**src/rtl/acfr_pkg.sv**
```systemverilog
// shared types, constants and helpers for the ascii checksum frame receiver
// no dependencies; imported by every module of the block
package acfr_pkg;

  // field widths fixed by the stream formats
  localparam int CmdW      = 2;
  localparam int ByteW     = 8;
  localparam int RdIdxW    = 6;
  localparam int StatusW   = 3;
  localparam int StoreIdxW = 6;
  localparam int InTdataW  = 16;
  localparam int OutTdataW = 32;

  // configuration port
  localparam int CfgAddrW  = 2;

  localparam int DefaultBufferDepth = 64;

  // register reset values
  localparam logic [ByteW-1:0] StartCodeARst = 8'h06;
  localparam logic [ByteW-1:0] StartCodeBRst = 8'h05;
  localparam logic [ByteW-1:0] EndCodeARst   = 8'h03;
  localparam logic [ByteW-1:0] EndCodeBRst   = 8'h04;

  // ascii constants for hex digit decode
  localparam logic [ByteW-1:0] AsciiZero  = 8'h30;
  localparam logic [ByteW-1:0] AsciiNine  = 8'h39;
  localparam logic [ByteW-1:0] AsciiSeven = 8'h37;

  typedef enum logic [CmdW-1:0] {
    CMD_RX       = 2'd0,
    CMD_TX_BEGIN = 2'd1,
    CMD_TX_END   = 2'd2,
    CMD_READ     = 2'd3
  } cmd_e;

  typedef enum logic [CfgAddrW-1:0] {
    CFG_START_A = 2'd0,
    CFG_START_B = 2'd1,
    CFG_END_A   = 2'd2,
    CFG_END_B   = 2'd3
  } cfg_reg_e;

  // write request from the controller to the frame store
  typedef struct packed {
    logic             we;          // write data at the index after the current one
    logic [ByteW-1:0] data;
    logic             first_we;    // also write slot 0
    logic [ByteW-1:0] first_data;
    logic             last_clr;    // clear the last slot
  } wr_req_t;

  // ascii hex digit decode, modulo 256
  function automatic logic [ByteW-1:0] hex_digit(input logic [ByteW-1:0] c);
    logic [ByteW-1:0] r;
    if (c <= AsciiNine) begin
      r = c - AsciiZero;
    end else begin
      r = c - AsciiSeven;
    end
    return r;
  endfunction

endpackage

```
**src/rtl/acfr_ctrl.sv**
```systemverilog
// frame state machine, write index, running sum and configuration registers
// depends on acfr_pkg
module acfr_ctrl #(
  parameter int BufferDepth = acfr_pkg::DefaultBufferDepth,
  parameter int AddrW       = $clog2(BufferDepth)
) (
  input  logic                          clk_i,
  input  logic                          rst_ni,
  // configuration writes
  input  logic                          cfg_we_i,
  input  logic [acfr_pkg::CfgAddrW-1:0] cfg_addr_i,
  input  logic [acfr_pkg::ByteW-1:0]    cfg_wdata_i,
  // accepted item
  input  logic                          accept_i,
  input  logic [acfr_pkg::CmdW-1:0]     cmd_i,
  input  logic [acfr_pkg::ByteW-1:0]    rx_byte_i,
  // values after this item
  output logic [acfr_pkg::StatusW-1:0]  status_o,
  output logic [acfr_pkg::ByteW-1:0]    sum_o,
  output logic [AddrW-1:0]              index_o,
  output logic                          good_o,
  // frame store write
  output logic [AddrW-1:0]              waddr_o,
  output acfr_pkg::wr_req_t             wr_o
);
  import acfr_pkg::*;

  typedef enum logic [StatusW-1:0] {
    ST_WAIT = 3'd0,
    ST_BODY = 3'd1,
    ST_CHKH = 3'd2,
    ST_CHKL = 3'd3,
    ST_GOOD = 3'd4,
    ST_TX   = 3'd5,
    ST_ERR  = 3'd6
  } state_e;

  localparam logic [AddrW-1:0] LastIdx = AddrW'(BufferDepth - 1);

  state_e           state_q, state_d;
  logic [AddrW-1:0] idx_q, idx_d, idx_inc;
  logic [ByteW-1:0] sum_q, sum_d;
  logic [ByteW-1:0] start_a_q, start_b_q, end_a_q, end_b_q;
  logic [ByteW-1:0] hex;
  logic             is_start, is_end, good;
  wr_req_t          wr;

  // configuration registers
  always_ff @(posedge clk_i or negedge rst_ni) begin
    if (!rst_ni) begin
      start_a_q <= StartCodeARst;
      start_b_q <= StartCodeBRst;
      end_a_q   <= EndCodeARst;
      end_b_q   <= EndCodeBRst;
    end else if (cfg_we_i) begin
      unique case (cfg_reg_e'(cfg_addr_i))
        CFG_START_A: start_a_q <= cfg_wdata_i;
        CFG_START_B: start_b_q <= cfg_wdata_i;
        CFG_END_A:   end_a_q   <= cfg_wdata_i;
        CFG_END_B:   end_b_q   <= cfg_wdata_i;
        default:     ;
      endcase
    end
  end

  // byte classification
  assign idx_inc  = (idx_q == LastIdx) ? '0 : idx_q + 1'b1;
  assign is_start = (rx_byte_i == start_a_q) || (rx_byte_i == start_b_q);
  assign is_end   = (rx_byte_i == end_a_q) || (rx_byte_i == end_b_q);
  assign hex      = hex_digit(rx_byte_i);

  // next state for one item
  always_comb begin
    state_d = state_q;
    idx_d   = idx_q;
    sum_d   = sum_q;
    good    = 1'b0;
    wr      = '0;
    unique case (cmd_e'(cmd_i))
      CMD_RX: begin
        if (state_q != ST_TX) begin
          idx_d   = idx_inc;
          wr.we   = 1'b1;
          wr.data = rx_byte_i;
          unique case (state_q)
            ST_WAIT: begin
              if (is_start) begin
                state_d       = ST_BODY;
                wr.first_we   = 1'b1;
                wr.first_data = rx_byte_i;
                idx_d         = '0;
                sum_d         = rx_byte_i;
              end
            end
            ST_BODY: begin
              sum_d = sum_q + rx_byte_i;
              if (is_end) begin
                wr.data = '0;
                state_d = ST_CHKH;
              end
            end
            ST_CHKH: begin
              wr.data = '0;
              state_d = (hex == {4'h0, sum_q[7:4]}) ? ST_CHKL : ST_WAIT;
            end
            ST_CHKL: begin
              wr.data     = '0;
              wr.last_clr = 1'b1;
              if (hex == {4'h0, sum_q[3:0]}) begin
                state_d = ST_GOOD;
                good    = 1'b1;
              end else begin
                state_d = ST_WAIT;
              end
            end
            default: begin
              // good, error or unused code: restart
              state_d = ST_WAIT;
              idx_d   = '0;
            end
          endcase
        end
      end
      CMD_TX_BEGIN: state_d = ST_TX;
      CMD_TX_END: begin
        if (state_q == ST_TX) begin
          state_d = ST_WAIT;
        end
      end
      default: ;
    endcase
  end

  // state registers advance on each accepted beat
  always_ff @(posedge clk_i or negedge rst_ni) begin
    if (!rst_ni) begin
      state_q <= ST_WAIT;
      idx_q   <= '0;
      sum_q   <= '0;
    end else if (accept_i) begin
      state_q <= state_d;
      idx_q   <= idx_d;
      sum_q   <= sum_d;
    end
  end

  assign status_o = state_d;
  assign sum_o    = sum_d;
  assign index_o  = idx_d;
  assign good_o   = good;
  assign waddr_o  = idx_inc;

  // writes only on an accepted beat
  always_comb begin
    wr_o = wr;
    if (!accept_i) begin
      wr_o.we       = 1'b0;
      wr_o.first_we = 1'b0;
      wr_o.last_clr = 1'b0;
    end
  end

endmodule

```
**src/rtl/acfr_store.sv**
```systemverilog
// frame buffer: memory with per-entry valid bits, slot 0 and last slot in flops
// depends on acfr_pkg
module acfr_store #(
  parameter int BufferDepth = acfr_pkg::DefaultBufferDepth,
  parameter int AddrW       = $clog2(BufferDepth)
) (
  input  logic                        clk_i,
  input  logic                        rst_ni,
  // write side
  input  logic [AddrW-1:0]            waddr_i,
  input  acfr_pkg::wr_req_t           wr_i,
  // read side, sampled on an accepted beat
  input  logic                        accept_i,
  input  logic                        rd_en_i,
  input  logic [acfr_pkg::RdIdxW-1:0] raddr_i,
  output logic [acfr_pkg::ByteW-1:0]  rdata_o
);
  import acfr_pkg::*;

  localparam int WideW = (AddrW > RdIdxW) ? AddrW : RdIdxW;
  localparam logic [AddrW-1:0] LastIdx = AddrW'(BufferDepth - 1);

  typedef enum logic [1:0] {
    RD_ZERO,
    RD_MEM,
    RD_FIRST,
    RD_LAST
  } rd_kind_e;

  logic [ByteW-1:0]       mem [BufferDepth];
  logic [BufferDepth-1:0] valid_q;
  logic [ByteW-1:0]       first_q, last_q, rd_mem_q;
  rd_kind_e               rd_kind_q, rd_kind_d;
  logic [WideW-1:0]       raddr_wide;
  logic [AddrW-1:0]       raddr;
  logic                   in_range, mem_we;

  assign mem_we = wr_i.we && (waddr_i != '0) && (waddr_i != LastIdx);

  // middle slots live in the memory
  always_ff @(posedge clk_i) begin
    if (mem_we) begin
      mem[waddr_i] <= wr_i.data;
    end
  end

  // valid bits and the two fixed slots
  always_ff @(posedge clk_i or negedge rst_ni) begin
    if (!rst_ni) begin
      valid_q <= '0;
      first_q <= '0;
      last_q  <= '0;
    end else begin
      if (mem_we) begin
        valid_q[waddr_i] <= 1'b1;
      end
      if (wr_i.first_we) begin
        first_q <= wr_i.first_data;
      end else if (wr_i.we && (waddr_i == '0)) begin
        first_q <= wr_i.data;
      end
      if (wr_i.last_clr) begin
        last_q <= '0;
      end else if (wr_i.we && (waddr_i == LastIdx)) begin
        last_q <= wr_i.data;
      end
    end
  end

  // read address decode
  assign raddr_wide = WideW'(raddr_i);
  assign raddr      = raddr_wide[AddrW-1:0];
  assign in_range   = (32'(raddr_i) < BufferDepth);

  always_comb begin
    rd_kind_d = RD_ZERO;
    if (rd_en_i && in_range) begin
      if (raddr == '0) begin
        rd_kind_d = RD_FIRST;
      end else if (raddr == LastIdx) begin
        rd_kind_d = RD_LAST;
      end else if (valid_q[raddr]) begin
        rd_kind_d = RD_MEM;
      end
    end
  end

  // registered memory read
  always_ff @(posedge clk_i) begin
    if (accept_i) begin
      rd_mem_q <= mem[raddr];
    end
  end

  always_ff @(posedge clk_i or negedge rst_ni) begin
    if (!rst_ni) begin
      rd_kind_q <= RD_ZERO;
    end else if (accept_i) begin
      rd_kind_q <= rd_kind_d;
    end
  end

  // fixed slots only change on a later beat, which replaces this result
  always_comb begin
    unique case (rd_kind_q)
      RD_MEM:   rdata_o = rd_mem_q;
      RD_FIRST: rdata_o = first_q;
      RD_LAST:  rdata_o = last_q;
      default:  rdata_o = '0;
    endcase
  end

endmodule

```
**src/rtl/ascii_checksum_frame_receiver_top.sv**
```systemverilog
// top level of the ascii checksum frame receiver: stream ports and result register
// depends on acfr_pkg, acfr_ctrl and acfr_store
//
// Receives UART bytes and transmit begin/end events on the slave stream and
// returns exactly one result beat per input beat. Each beat is handled in the
// cycle it is accepted: the frame state, index, sum and buffer write settle
// in one pass of compare/add logic and land in the result register, so a new
// beat is taken every cycle as long as the master side takes results. The
// buffer is a memory of BUFFER_DEPTH bytes with one read registered per beat;
// after reset it reads as zero with no clearing pass. Configuration writes
// take effect at the next edge and are meant to happen only while no beat is
// in flight.
module ascii_checksum_frame_receiver_top #(
  parameter int BUFFER_DEPTH = acfr_pkg::DefaultBufferDepth
) (
  input  logic                            clk_i,
  input  logic                            rst_ni,
  // configuration
  input  logic                            cfg_we_i,
  input  logic [acfr_pkg::CfgAddrW-1:0]   cfg_addr_i,
  input  logic [acfr_pkg::ByteW-1:0]      cfg_wdata_i,
  // input stream
  input  logic                            s_axis_tvalid_i,
  output logic                            s_axis_tready_o,
  // command[1:0], rx_byte[9:2], read_index[15:10]
  input  logic [acfr_pkg::InTdataW-1:0]   s_axis_tdata_i,
  // result stream
  output logic                            m_axis_tvalid_o,
  input  logic                            m_axis_tready_i,
  // status[2:0], sum_low[10:3], store_index[16:11], read_data[24:17],
  // frame_good[25], zero[31:26]
  output logic [acfr_pkg::OutTdataW-1:0]  m_axis_tdata_o
);
  import acfr_pkg::*;

  localparam int AddrW = $clog2(BUFFER_DEPTH);
  localparam int WideW = (AddrW > StoreIdxW) ? AddrW : StoreIdxW;

  logic                 accept;
  logic [CmdW-1:0]      cmd;
  logic [ByteW-1:0]     rx_byte;
  logic [RdIdxW-1:0]    read_index;

  logic [StatusW-1:0]   status_d;
  logic [ByteW-1:0]     sum_d;
  logic [AddrW-1:0]     index_d;
  logic                 good_d;
  logic [AddrW-1:0]     waddr;
  wr_req_t              wr;
  logic [ByteW-1:0]     read_data;
  logic [WideW-1:0]     index_wide;

  logic                 out_valid_q;
  logic [StatusW-1:0]   status_q;
  logic [ByteW-1:0]     sum_q;
  logic [StoreIdxW-1:0] store_idx_q;
  logic                 good_q;

  // input beat fields
  assign cmd        = s_axis_tdata_i[1:0];
  assign rx_byte    = s_axis_tdata_i[9:2];
  assign read_index = s_axis_tdata_i[15:10];

  // take a beat when the result register is free or drains this cycle
  assign s_axis_tready_o = !out_valid_q || m_axis_tready_i;
  assign accept          = s_axis_tvalid_i && s_axis_tready_o;

  acfr_ctrl #(
    .BufferDepth(BUFFER_DEPTH),
    .AddrW      (AddrW)
  ) u_ctrl (
    .clk_i      (clk_i),
    .rst_ni     (rst_ni),
    .cfg_we_i   (cfg_we_i),
    .cfg_addr_i (cfg_addr_i),
    .cfg_wdata_i(cfg_wdata_i),
    .accept_i   (accept),
    .cmd_i      (cmd),
    .rx_byte_i  (rx_byte),
    .status_o   (status_d),
    .sum_o      (sum_d),
    .index_o    (index_d),
    .good_o     (good_d),
    .waddr_o    (waddr),
    .wr_o       (wr)
  );

  acfr_store #(
    .BufferDepth(BUFFER_DEPTH),
    .AddrW      (AddrW)
  ) u_store (
    .clk_i   (clk_i),
    .rst_ni  (rst_ni),
    .waddr_i (waddr),
    .wr_i    (wr),
    .accept_i(accept),
    .rd_en_i (cmd == CMD_READ),
    .raddr_i (read_index),
    .rdata_o (read_data)
  );

  assign index_wide = WideW'(index_d);

  // result valid
  always_ff @(posedge clk_i or negedge rst_ni) begin
    if (!rst_ni) begin
      out_valid_q <= 1'b0;
    end else if (accept) begin
      out_valid_q <= 1'b1;
    end else if (m_axis_tready_i) begin
      out_valid_q <= 1'b0;
    end
  end

  // result payload
  always_ff @(posedge clk_i) begin
    if (accept) begin
      status_q    <= status_d;
      sum_q       <= sum_d;
      store_idx_q <= index_wide[StoreIdxW-1:0];
      good_q      <= good_d;
    end
  end

  assign m_axis_tvalid_o = out_valid_q;
  assign m_axis_tdata_o  = {6'b0, good_q, read_data, store_idx_q, sum_q, status_q};

endmodule
```
**config.mk**
```make
export PLATFORM = sky130hd
export DESIGN_NAME = ascii_checksum_frame_receiver_top
export DESIGN_NICKNAME = d
export VERILOG_FILES = /design/src/rtl/acfr_pkg.sv /design/src/rtl/acfr_ctrl.sv /design/src/rtl/acfr_store.sv /design/src/rtl/ascii_checksum_frame_receiver_top.sv
export SDC_FILE = /design/constraint.sdc
export NUM_CORES = 1
export LEC_CHECK = 0
export BUFFER_PORTS_ARGS = -buffer_cell sky130_fd_sc_hd__buf_2
export CAP_MARGIN = 20
export CORE_ASPECT_RATIO = 1.25
export CORE_MARGIN = 10
export CORE_UTILIZATION = 62
export DETAILED_ROUTE_END_ITERATION = 7
export GPL_TIMING_DRIVEN = 0
export PLACE_DENSITY_LB_ADDON = 0.15
export SYNTH_ARGS = -nofsm -noshare
export SYNTH_HDL_FRONTEND = slang
export SYNTH_HIERARCHICAL = 1
export SYNTH_SLANG_ARGS = --single-unit
```
**constraint.sdc**
```tcl
create_clock -name clk_i -period 4.5 [get_ports clk_i]
set_input_delay 0.225 -clock clk_i [delete_from_list [all_inputs] [get_ports clk_i]]
set_output_delay 0.225 -clock clk_i [all_outputs]
set_load 0.01 [all_outputs]
```
# [Yosys cells after proc, flatten, opt, wreduce, memory -nomap -nowiden]
# Memories as Yosys holds them, arrays and structs flattened. A register that Yosys moved wholly into a read port is not among the register bits.
# Cells that the tools add are included.
[classes] muxes=46 n_bitwise=1 addsub=4 reduce_logical=26 eq_ne=24 magnitude_cmp=4
[op_table] operator="$mux W8" n=9
[op_table] operator="$or A64 B64 Y64" n=1
[op_table] operator="$mux W19" n=2
[op_table] operator="$eq A8 B8 Y1" n=4
[op_table] operator="$pmux W8 S2" n=2
[op_table] operator="$mux W6" n=4
[op_table] operator="$pmux W8 S3" n=1
[op_table] operator="$eq A6 B6 Y1 const B" n=3
[op_table] operator="$mux W9" n=2
[op_table] operator="$eq A8 B4 Y1" n=2
[op_table] operator="$sub A8 B6 Y8 const B" n=2
[op_table] operator="$mux W3" n=5
[op_table] operator="$lt A6 B7 Y1 const B" n=2
[op_table] operator="$eq A2 B2 Y1 const B" n=6
[op_table] operator="$logic_not A6 Y1" n=2
[op_table] operator="$mux W1" n=12
[op_table] operator="$pmux W3 S4" n=1
[op_table] operator="$pmux W6 S2" n=1
[op_table] operator="$pmux W3 S3" n=1
[op_table] operator="$add A8 B8 Y8" n=1
[op_table] operator="$le A8 B6 Y1 const B" n=1
[op_table] operator="$mux W2" n=4
[op_table] operator="$reduce_and A2 Y1" n=4
[op_table] operator="$add A6 B1 Y6 const B" n=1
[op_table] operator="19 further kinds" n=32
[totals] elab_cells=122 out_inout_bits=34 regBits=150 n_memories=1 ramBits=512
[mem_list] name="u_store.mem" depth=64 width=8 read_ports=1 rd_clocked_by_memory_dff=1 write_ports=1 line_no="acfr_store.sv:30" source="logic [ByteW-1:0] mem [BufferDepth];"

# [Longest topological paths before layout]
[depth] depth_word=11 mapped_depth=13

# [Modules after synthesis]
# The synthesis kept the hierarchy.
[by_module_without_submodules] module="acfr_store" cells_each=1196 seq_area_each_um2=17666.9 instances=1 area_per_inst_um2=23681.5
[by_module_without_submodules] module="acfr_ctrl" cells_each=390 seq_area_each_um2=1234.9 instances=1 area_per_inst_um2=3758.6
[by_module_without_submodules] module="ascii_checksum_frame_receiver_top" cells_each=31 seq_area_each_um2=565.5 instances=1 area_per_inst_um2=656.9

# [Least setup slack after synthesis]
# OpenSTA, ideal clock, no wires.
[synth_timing] path_kind="reg-to-reg" start="register u_ctrl.state_q[0]" end="memory u_store.mem[0][0], data pin" synth_period_minus_slack_ns=3.417 setup_ns=0.511 t_arrival_ns=2.906 path_buffers=2 path_slack_ns=1.083 required_ns=3.989 path_stages_with_launch=8 cell_sequence="dfrtp_1 clkbuf_1 nor2b_1 nand2_1 and2_1 clkbuf_1 o21ai_1 nor2_1"
[synth_lines] item="start: declaration" line_no="acfr_ctrl.sv:40" source="state_e state_q, state_d;"
[synth_lines] item="start signal: assignment" line_no="acfr_ctrl.sv:141" source="state_q <= state_d;"
[synth_lines] item="end: declaration" line_no="acfr_store.sv:30"

==> flow_summary.json <==
{
  "outcome": "complete, no violations",
  "drc_errors": 0,
  "first_iter_violations": 1770,
  "overflow": 0,
  "cts_buffers": 61,
  "p_leak_nw": 11.4,
  "tightestPinTransition_ps": 1120,
  "cp_common_cell": "nand3_1",
  "wire_per_inst_um": 30.0,
  "post_cts_buffers": 0,
  "ys_top_cells_by_count": "edfxtp_1, mux4_2, dfrtp_1",
  "cts_num_sinks": 670,
  "insertion_delay_ps": 630,
  "crit_chain": "nand2b_4, and2_4, clkbuf_1, nand3_1, inv_1, nor2b_1, nand3_1, nor2_1",
  "power.internal_mw": 10.5,
  "num_vias": 15800,
  "synthCells": 1617,
  "critPathCaptureType": "register",
  "via_per_inst": 6.56,
  "netlist.top_cell.by_area": "edfxtp_1",
  "power.share.sequential_pct": 51.5,
  "cp_max_fo": 31,
  "pwr-share-comb_pct": 10.6,
  "die-area_um2": 54300,
  "start_util_pct": 62.5,
  "clkPwrFrac_pct": 37.9,
  "switching_share_pct": 23.3,
  "layoutNonFillerInstCount": 2409,
  "fin_crit_sh_pct": 88.6,
  "async_flop_share_pct": 19.7,
  "cts_max_level": 2,
  "drive_above_1_share_pct": 27.0,
  "synth.top_cell.area_share_pct": 57.5,
  "hold_start": "s_axis_tdata_i[0]",
  "fill_cells": 2903,
  "finalCriticalPeriod_ps": 3980,
  "setup_violations": 0,
  "cp-start-kind": "register",
  "p_per_area_nw_per_um2": 434,
  "ys_seq_area_share_pct": 69.3,
  "critPathKind": "register to register",
  "grt_pass1_vias": 16100,
  "ys_types": 79,
  "rows": 87,
  "synth_most_common_cell": "edfxtp_1",
  "hold_viol_final": 0,
  "clockRootBuffer": "clkbuf_16",
  "core_um2": 45000,
  "die_w_um": 210,
  "grtUsageTotal_pct": 26.9,
  "power.total_mw": 13.7,
  "cpPeakStageDelay_ps": 980,
  "clk_path_buf_depth": 3,
  "postLayoutCoreUtil_pct": 70.3,
  "synth_top_flop_cell": "edfxtp_1",
  "diodes": 0,
  "portBuffers": 54,
  "grt_pass1_wl_um": 107000,
  "avgSynthCellArea_um2": 17.4,
  "cap_violations": 0,
  "place_congestion": 1.02,
  "cp.required_ps": 4740,
  "critical_path.startpoint": "m_axis_tvalid_o$_DFFE_PN0P_",
  "vdd_drop_max_mv": 0.384,
  "rsz0062_at_grt": "no",
  "hold_path.class": "input port to register",
  "num_io_pins": 65,
  "cpMaxStageDelayCell": "nor2_1",
  "synth_warnings": 6,
  "synth_edf_count": 538,
  "cts_tree": "yes",
  "fin_tns_setup_ps": 0,
  "dp.cells": 2281,
  "ant_nets": 0,
  "multi_input_area_um2": 8180,
  "syn2layout_area_growth_pct": 12.5,
  "slew_violations": 0,
  "slew_headroom_pct": 25.0,
  "crit_family": "simple AND/OR/NAND/NOR gates",
  "worst_clock_skew_ps": 21.7,
  "ff2ff_setup_slack_ps": 520,
  "drt-pass1-iter-count": 5,
  "regArea_um2": 19500,
  "rr_startpoint": "m_axis_tvalid_o$_DFFE_PN0P_",
  "max_freq_mhz": 251,
  "crit_buf_inv": 2,
  "crit_arrival_ps": 4220,
  "grt_max_degree": 89,
  "dp_hpwl_um": 49800,
  "ys_ff_latch": 670,
  "antenna_found_initial": 0,
  "clk_pin_slew_worst_paths_ps": 60,
  "nets": 1824,
  "synth_area_um2": 28100,
  "fp.dieH_um": 258,
  "switchingPower_mw": 3.19,
  "yosys-top-cells-area": "edfxtp_1, dfrtp_1, mux4_2",
  "drt-total-wl_um": 72400
}
[path summary, 6_finish.rpt]
check	cells after the start	to
max reg2reg	8	u_store/mem[59][4]$_DFFE_PP_
min	3	u_store/rd_kind_q[1]$_DFFE_PN0P_
min in group asynchronous	2	u_ctrl/start_b_q[4]$_DFFE_PN0P_
max	8	u_store/mem[59][4]$_DFFE_PP_
max in group asynchronous	3	u_store/valid_q[48]$_DFFE_PN0P_
min reg2reg	1	u_store/valid_q[3]$_DFFE_PN0P_
[cells by family (layout without fill, tap and decap cells)]
group	count (synthesis)	after routing	share of synthesized area [%]
flops	670	670	69.3
buf+inv	116	310	2.11
fa+ha+maj	13	13	0.606
xor+xnor	43	43	1.49
compound gates	212	212	5.57
mux	261	261	15.3
other cells	2	22	0.0267
simple gates	300	300	5.60
[area by class of cell]
type | count | share of cell area, %
plain buffers | 103 | 1.72
clock buffers | 85 | 5.41
multi-input cells | 851 | 25.9
well taps | 578 | 2.29
inverters | 13 | 0.154
clock inverters | 29 | 0.950
repair buffers | 80 | 2.01
flip-flops and latches | 670 | 61.6
[layout by cell type (no fill, tap or decap), types with 22 or more instances in the layout]
cell type / Yosys / final
mux2i_1: 71 / 71
o21ai_0: 31 / 31
nor2_1: 100 / 92
dfrtp_1: 125 / 125
buf_4: 22 / 24
mux2_2: 61 / 61
a22o_1: 29 / 29
or2_2: 63 / 63
clkbuf_1: 47 / 64
xnor2_1: 36 / 36
mux4_2: 129 / 129
conb_1: 2 / 22
buf_2: 23 / 76
nand2_1: 35 / 35
a21oi_1: 26 / 26
clkbuf_16: 0 / 63
edfxtp_1: 538 / 538
[flip-flops by register name (all words and copies together), names as in the netlist]
| name | count |
|---|---|
| store_idx_q | 6 |
| sum_q | 8 |
| u_store/rd_mem_q | 8 |
| u_store/last_q | 8 |
| u_store/rd_kind_q | 2 |
| u_ctrl/end_a_q | 8 |
| u_ctrl/start_b_q | 8 |
| status_q | 3 |
| u_ctrl/sum_q | 8 |
| u_store/mem | 512 |
| m_axis_tvalid_o | 1 |
| u_ctrl/idx_q | 6 |
| u_ctrl/end_b_q | 8 |
| good_q | 1 |
| u_store/first_q | 8 |
| u_store/valid_q | 64 |
| u_ctrl/state_q | 3 |
| u_ctrl/start_a_q | 8 |
[layer usage]
metal	up-vias	track usage, %	part of all wire (%)
met5	-	0	0
met4	0	10.4	3.6
met2	750	45.3	50
met3	133	4.65	8.2
met1	8226	34.6	38
li1	6692	-	-
[stage by stage]
| stage | worst slack [ps] | hold WS, ps | area, um^2 |
|---|---|---|---|
| finish | 515 | 51.2 | 31600 |
| CTS | 490 | 24.9 | 31600 |
| floorplan | 1080 | -70.6 | 28200 |
| global placement | -1600 | 434 | 29200 |
| detailed placement | 506 | 193 | 29500 |
| global route | 313 | 57.5 | 31600 |
[worst reg2reg max path: cells and delay by family (launching register included)]
| kind | cells | cell delay [ps] |
|---|---|---|
| flops | 1 | 410 |
| buf+inv | 2 | 620 |
| simple gates | 6 | 2560 |
[power by group through the flow]
| stage | clock network, mW | logic, mW | registers, mW |
|---|---|---|---|
| floorplan | 0 | 0.952 | 7.16 |
| global placement | 0 | 1.36 | 7.19 |
| detailed placement | 0 | 1.42 | 7.19 |
| global route | 5.50 | 1.57 | 7.09 |
| CTS | 5.26 | 1.44 | 7.07 |
| finish | 5.19 | 1.45 | 7.07 |
[what timing repair did]
item	in CTS	in global routing
hold buffers	11	0
gates resized for setup	0	0
setup endpoints to repair	0	0
endpoints found under the hold margin	82	0
(Power assumes the default switching activity.)
